===== src/design/cdcc_pkg.sv =====
// cdcc_pkg: opcodes, configuration indexes, controller command and status structs
// and the sigmoid lookup table for the causal depthwise convolution core
// no dependencies
package cdcc_pkg;

    localparam int unsigned OPCODE_W  = 3;
    localparam int unsigned TAP_IDX_W = 4;

    localparam logic [OPCODE_W-1:0] OP_LOAD_WEIGHT  = 3'd0;
    localparam logic [OPCODE_W-1:0] OP_LOAD_BIAS    = 3'd1;
    localparam logic [OPCODE_W-1:0] OP_LOAD_HISTORY = 3'd2;
    localparam logic [OPCODE_W-1:0] OP_READ_HISTORY = 3'd3;
    localparam logic [OPCODE_W-1:0] OP_SAMPLE       = 3'd4;

    localparam logic CFG_BIAS_ENABLE       = 1'b0;
    localparam logic CFG_ACTIVATION_ENABLE = 1'b1;

    localparam logic RESULT_FILTERED = 1'b0;
    localparam logic RESULT_HISTORY  = 1'b1;

    typedef struct packed {
        logic                 latch;
        logic                 wr_weight;
        logic                 wr_bias;
        logic                 wr_hist;
        logic                 rd_item;
        logic                 issue_weight;
        logic                 issue_hist;
        logic                 issue_bias;
        logic                 proc;
        logic                 proc_sample;
        logic                 shift_wr;
        logic                 acc_clear;
        logic                 acc_final;
        logic                 round;
        logic                 silu_mul;
        logic                 silu_fin;
        logic                 res_read;
        logic                 out_load;
        logic [TAP_IDX_W-1:0] idx;
    } cdcc_cmd_t;

    typedef struct packed {
        logic [OPCODE_W-1:0] op;
        logic                ch_ok;
        logic                weight_ok;
        logic                hist_ok;
        logic                sample_ok;
        logic                act_en;
        logic                out_free;
    } cdcc_status_t;

    // sigmoid in Q1.15 for t = (k-128)/8, exp(-t) built by repeated multiply
    function automatic logic [16*256-1:0] build_sig_table();
        logic [63:0]         p;
        logic [63:0]         den;
        logic [63:0]         num;
        logic [63:0]         rem;
        logic [63:0]         s;
        logic [16*256-1:0]   t;
        t = '0;
        p = 64'd1 << 32;
        for (int m = 0; m <= 128; m++)
        begin
            den = (64'd1 << 32) + p;
            num = (64'd1 << 47) + (den >> 1);
            rem = '0;
            s   = '0;
            // restoring long division, evaluated at elaboration
            for (int i = 63; i >= 0; i--)
            begin
                rem = {rem[62:0], num[i]};
                if (rem >= den)
                begin
                    rem  = rem - den;
                    s[i] = 1'b1;
                end
            end
            if (m <= 127)
            begin
                t[(128 + m)*16 +: 16] = s[15:0];
            end
            if (m >= 1)
            begin
                t[(128 - m)*16 +: 16] = 16'd32768 - s[15:0];
            end
            p = (p * 64'd3790295335 + (64'd1 << 31)) >> 32;
        end
        return t;
    endfunction

    localparam logic [16*256-1:0] SIG_TABLE = build_sig_table();

endpackage


===== src/design/cdcc_ctrl.sv =====
// cdcc_ctrl: one-hot state machine that sequences item decode, the tap loop,
// rounding, activation and result hand-off for the datapath
// depends on cdcc_pkg
module cdcc_ctrl #(
    parameter int TAPS = 4
) (
    input  logic                   clk,
    input  logic                   rst_n,
    input  logic                   in_valid,
    output logic                   in_stall,
    input  cdcc_pkg::cdcc_status_t st,
    output cdcc_pkg::cdcc_cmd_t    cmd
);
    import cdcc_pkg::*;

    localparam int HLEN = TAPS - 1;

    typedef enum logic [8:0] {
        S_IDLE     = 9'b000000001,
        S_EXEC     = 9'b000000010,
        S_READ     = 9'b000000100,
        S_TAP      = 9'b000001000,
        S_SUM      = 9'b000010000,
        S_ROUND    = 9'b000100000,
        S_SILU_MUL = 9'b001000000,
        S_SILU_FIN = 9'b010000000,
        S_DONE     = 9'b100000000
    } state_t;

    state_t               state_reg;
    state_t               state_next;
    logic [TAP_IDX_W-1:0] cnt_reg;
    logic [TAP_IDX_W-1:0] cnt_next;

    always_comb
    begin
        state_next = state_reg;
        cnt_next   = cnt_reg;
        cmd        = '0;
        cmd.idx    = cnt_reg;
        in_stall   = (state_reg != S_IDLE);
        case (state_reg)
            S_IDLE:
            begin
                if (in_valid)
                begin
                    cmd.latch  = 1'b1;
                    state_next = S_EXEC;
                end
            end
            S_EXEC:
            begin
                state_next = S_IDLE;
                case (st.op)
                    OP_LOAD_WEIGHT:  cmd.wr_weight = st.weight_ok;
                    OP_LOAD_BIAS:    cmd.wr_bias   = st.ch_ok;
                    OP_LOAD_HISTORY: cmd.wr_hist   = st.hist_ok;
                    OP_READ_HISTORY:
                    begin
                        cmd.rd_item = st.hist_ok;
                        state_next  = S_READ;
                    end
                    OP_SAMPLE:
                    begin
                        if (st.sample_ok)
                        begin
                            cmd.acc_clear = 1'b1;
                            cnt_next      = '0;
                            state_next    = S_TAP;
                        end
                    end
                    default: state_next = S_IDLE;
                endcase
            end
            S_READ:
            begin
                cmd.res_read = 1'b1;
                state_next   = S_DONE;
            end
            S_TAP:
            begin
                cmd.issue_weight = int'(cnt_reg) < TAPS;
                cmd.issue_hist   = int'(cnt_reg) < HLEN;
                cmd.issue_bias   = (cnt_reg == '0);
                cmd.proc         = (cnt_reg != '0);
                cmd.proc_sample  = int'(cnt_reg) == TAPS;
                cmd.shift_wr     = int'(cnt_reg) >= 2;
                cnt_next         = cnt_reg + 1'b1;
                if (int'(cnt_reg) == TAPS)
                begin
                    state_next = S_SUM;
                end
            end
            S_SUM:
            begin
                cmd.acc_final = 1'b1;
                state_next    = S_ROUND;
            end
            S_ROUND:
            begin
                cmd.round  = 1'b1;
                state_next = st.act_en ? S_SILU_MUL : S_DONE;
            end
            S_SILU_MUL:
            begin
                cmd.silu_mul = 1'b1;
                state_next   = S_SILU_FIN;
            end
            S_SILU_FIN:
            begin
                cmd.silu_fin = 1'b1;
                state_next   = S_DONE;
            end
            S_DONE:
            begin
                if (st.out_free)
                begin
                    cmd.out_load = 1'b1;
                    state_next   = S_IDLE;
                end
            end
            default: state_next = S_IDLE;
        endcase
    end

    always_ff @(posedge clk or negedge rst_n)
    begin
        if (!rst_n)
        begin
            state_reg <= S_IDLE;
            cnt_reg   <= '0;
        end
        else
        begin
            state_reg <= state_next;
            cnt_reg   <= cnt_next;
        end
    end

    a_load_when_free: assert property (@(posedge clk) disable iff (!rst_n)
        cmd.out_load |-> st.out_free)
        else $error("result loaded over a pending result");

    a_accept_to_exec: assert property (@(posedge clk) disable iff (!rst_n)
        (in_valid && !in_stall) |=> (state_reg == S_EXEC))
        else $error("accepted item not decoded");

    a_tap_bound: assert property (@(posedge clk) disable iff (!rst_n)
        (state_reg == S_TAP) |-> (int'(cnt_reg) <= TAPS))
        else $error("tap counter out of range");

    a_one_hist_write: assert property (@(posedge clk) disable iff (!rst_n)
        !(cmd.wr_hist && cmd.shift_wr))
        else $error("two history writes in one cycle");

endmodule


===== config.mk =====
export PLATFORM = sky130hd
export DESIGN_NAME = cdcc_ctrl
export DESIGN_NICKNAME = d
export VERILOG_FILES = /design/src/design/cdcc_pkg.sv /design/src/design/cdcc_ctrl.sv
export SDC_FILE = /design/constraint.sdc
export NUM_CORES = 1
export LEC_CHECK = 0
export BUFFER_PORTS_ARGS = -buffer_cell sky130_fd_sc_hd__buf_4
export CORE_UTILIZATION = 54
export CTS_BUF_LIST = sky130_fd_sc_hd__clkbuf_4
export CTS_CLUSTER_SIZE = 40
export DETAILED_ROUTE_END_ITERATION = 7
export GPL_ROUTABILITY_DRIVEN = 0
export MAX_ROUTING_LAYER = met4
export PLACE_DENSITY = 0.95
export SYNTH_ARGS = -nofsm -noshare
export SYNTH_HDL_FRONTEND = slang
export SYNTH_SLANG_ARGS = --single-unit

===== constraint.sdc =====
create_clock -name clk -period 3 [get_ports clk]
set_input_delay 0.9 -clock clk [delete_from_list [all_inputs] [get_ports clk]]
set_output_delay 0.9 -clock clk [all_outputs]
set_load 0.02 [all_outputs]

==> results by group <==
Outcome
  – Status: finished clean

Routing
  – Vias per std cell: 6.121
  – Routed wire per std cell: 14.92 um
  – Remaining DRCs: 0
  – DR vias: 961
  – Drt pass-1 iters: 4
  – Detailed Route WL: 2342 um
  – Final ANT Viol Nets: 0
  – Detailed Route Iter0 Violations: 39

Final layout
  – N_diodes: 0
  – Share of cells above drive strength 1: 38.30%
  – Finished Core Util: 79.87%
  – Layout area overhead: 35.16%
  – Fill count: 110
  – Max reg flops: 9
  – Nets: 156

GRT
  – Initial antenna violation count: 0
  – Gr usage total: 28.25%
  – Vias in the first global route: 881
  – Largest net degree at the start of global routing: 14
  – Total grt overflow: 0
  – Global-route wire length before repair: 3822 um

Logic synthesis
  – Largest family of logic cells by synthesized area: simple AND/OR/NAND/NOR gates
  – Simple-gate share of the synthesized area: 44.92%
  – Avg Inst Size Synth: 8.930 um2
  – Post-Synth XOR/XNOR Area: 3.846%
  – Multiplexer area fraction after synthesis: 0%
  – Cells after Synth: 102
  – Post-synthesis sequential area ratio: 35.85%
  – Register bit count reported by yosys: 13
  – Compound-Gate Fraction of Synth Area: 10.03%
  – Synth Warn #: 0
  – Syn Nets: 116
  – Synthesized cell area: 910.9 um2
  – Post-Synth Adder-Cell Area: 2.747%
  – Synth unique cells: 38

Power and ir drop
  – P_leak: 0.0006539 uW
  – Psw: 249.4 uW
  – VDD IR max: 0.3075 mV
  – Pwr per Cell Area: 527.9 mW/mm2
  – Internal: 400.5 uW
  – Clock power share: 17.9%
  – Sequential Power Share: 38.6%
  – Switch share: 38.38%
  – Comb pwr share: 43.5%

Critical path
  – FF-to-FF path depth: 5
  – Critical Path RT: 2.10 ns
  – Critical Path, Cell by Cell: nor3_2 -> nand4_1 -> nor2_1 -> nand2_1 -> nor3b_1 -> buf_4
  – Critical Path AT: 1.88 ns
  – Worst path slowest cell: dfrtp_1
  – Critical path type: register to primary output
  – Worst R2R Start: state_reg[6]
  – Reg-to-Reg End: cnt_reg[3]
  – CP max FO: 6
  – Crit path launch type: register
  – CP peak stage delay: 0.47 ns
  – Reg2Reg Setup Slack: 1.19 ns
  – CP Capture Type: primary output

STA
  – Max-slew violations: 0
  – Fmax: 0.3593 GHz
  – Min Tclk post-route: 2.783 ns
  – Setup TNS: 0 ns
  – Period Utilization, post-route: 92.78%
  – Endpoints failing setup: 0
  – Unrepaired setup endpoints after global routing: no
  – Final hold vios: 0
  – Worst slew pin tran: 0.3519 ns
  – Slew HR: 76.32%
  – Final Skew: 0.006008 ns

Clock tree
  – CTS Buffer Depth: 2
  – H-tree levels: 1
  – TritonCTS clock tree: yes
  – Root Buffer: clkbuf_4
  – CTS sink count: 13
  – Skew-Pair Late Insertion Delay: 0.27 ns
  – Num CTS Buffers: 3
  – CTS clk-pin slew, worst paths: 0.08 ns

Floorplanning
  – Rows: 14
  – Placeable core area: 0.001541 mm2
  – Top Ports: 35
  – Die Height: 43.07 um
  – Die Wd: 43.07 um
  – Die ar.: 0.001855 mm2
  – Starting Density: 59.09%

Hold path
  – Hold Crit Class: primary input to async pin

Placement
  – Post-DP HPWL: 1834 um
  – IO Port Bufs: 34

Run
  – Max-cap violation count: 0
==> layout by cell type, fill, tap and decap left out, drive strengths merged, types with 3 or more instances in the layout <==
cell and n:
xnor2 3, nor2 18, dfrtp 12, nor3 4
nor4 4, and4b 4, clkbuf 4, nor3b 4
a21oi 5, nand2 3, nand3 3, and2b 3
and2 3, and3 6, inv 5, buf 36
==> worst max-delay path, delay by kind of cell (launching register included) <==
| family | cells | cell delay [ns] |
|---|---|---|
| buffers and inverters | 1 | 0.17 |
| flip-flops | 1 | 0.47 |
| AND/OR/NAND/NOR | 5 | 0.97 |
==> power by group through the flow <==
stage / sequential, uW / combinational [uW] / clock (uW)
finish: 251 / 283 / 116
global route: 256 / 309 / 127
CTS: 250 / 281 / 118
detailed placement: 253 / 280 / 0
global placement: 250 / 269 / 0
floorplan: 257 / 162 / 0
==> per-stage QoR <==
stage / total power, uW / area (um2) / setup WS, ns / hold slack [ns] / instances
finish: 650.0 / 1231 / 0.2167 / 0.4550 / 157
global placement: 518.8 / 1196 / 0.4413 / 0.5682 / 153
CTS: 648.7 / 1226 / 0.09635 / 0.4582 / 157
detailed placement: 533.2 / 1196 / 0.4137 / 0.6009 / 153
global route: 692.5 / 1231 / 0.03675 / 0.4519 / 157
floorplan: 418.8 / 910.9 / 0.3077 / 0.6044 / 102
==> worst max-delay path by stage <==
| stage | from | to | slack [ns] | cells after the start |
|---|---|---|---|---|
| global placement | st[6] | cmd[10] | 0.44 | 4 |
| detailed placement | state_reg[7] | cmd[19] | 0.41 | 6 |
| finish | state_reg[6] | cmd[19] | 0.22 | 6 |
| floorplan | state_reg[1] | cmd[15] | 0.31 | 4 |
| global route | state_reg[7] | cmd[19] | 0.04 | 6 |
| CTS | state_reg[6] | cmd[19] | 0.1 | 6 |
==> cell families after synthesis <==
logic type,after synthesis
simple gates,63
compound gates,14
flops,13
buf+inv,6
xor+xnor,4
fa+ha+maj,2
==> per-layer routing <==
layer  GRT usage, %  up-vias  share of wire (%)
li1               -      459                  -
met1          36.12      450                 43
met2          46.36       48                 50
met3          4.255        4                6.1
met4          8.485        0               0.85
met5              -        -                  0
==> synthesized netlist by cell type <==
master | number | share of area [%]
and2b_2 | 3 | 2.9
and3_2 | 1 | 0.82
and2_1 | 3 | 2.1
and4bb_2 | 1 | 1.4
nor4_4 | 1 | 2.3
nor3_1 | 4 | 2.2
dfstp_2 | 1 | 2.9
dfrtp_1 | 12 | 33
a21oi_1 | 5 | 2.7
nand3b_1 | 2 | 1.6
and4_2 | 2 | 2.2
a22o_2 | 1 | 1.1
nand3_1 | 3 | 1.6
nor2_1 | 17 | 7.0
a31oi_1 | 2 | 1.4
and4b_1 | 4 | 4.4
nor3b_1 | 4 | 3.3
nor2_2 | 1 | 0.69
and3_1 | 5 | 3.4
nand2_1 | 3 | 1.2
a211oi_1 | 1 | 0.82
inv_1 | 5 | 2.1
or3_1 | 1 | 0.69
xor2_1 | 1 | 0.96
a21o_1 | 1 | 0.82
and3b_1 | 1 | 0.96
o211a_1 | 1 | 1.1
buf_2 | 1 | 0.55
nand4_1 | 1 | 0.69
nor2b_1 | 1 | 0.69
o21ai_0 | 2 | 1.1
a211o_1 | 1 | 0.96
nor4_2 | 1 | 1.4
xnor2_1 | 3 | 2.9
nand4b_1 | 1 | 0.96
ha_1 | 2 | 2.7
nor4_1 | 2 | 1.4
or2_4 | 1 | 0.96
==> repair_timing <==
action / in CTS / in global routing
gates resized for setup: 0 / 1
endpoints found under the hold margin: 0 / 0
setup endpoints to repair: 0 / 1
setup buffers: 0 / 0
hold buffers: 0 / 0
==> layout make-up <==
| type | instances | area [um2] | share of cell area (%) |
|---|---|---|---|
| repair buffers | 36 | 270.3 | 21.95 |
| multi-input cells | 83 | 565.5 | 45.93 |
| inverters | 5 | 18.77 | 1.524 |
| well taps | 16 | 20.02 | 1.626 |
| clock buffers | 4 | 30.03 | 2.439 |
| flip-flops and latches | 13 | 326.6 | 26.52 |
No activity file was read; power rests on OpenSTA's default activity.
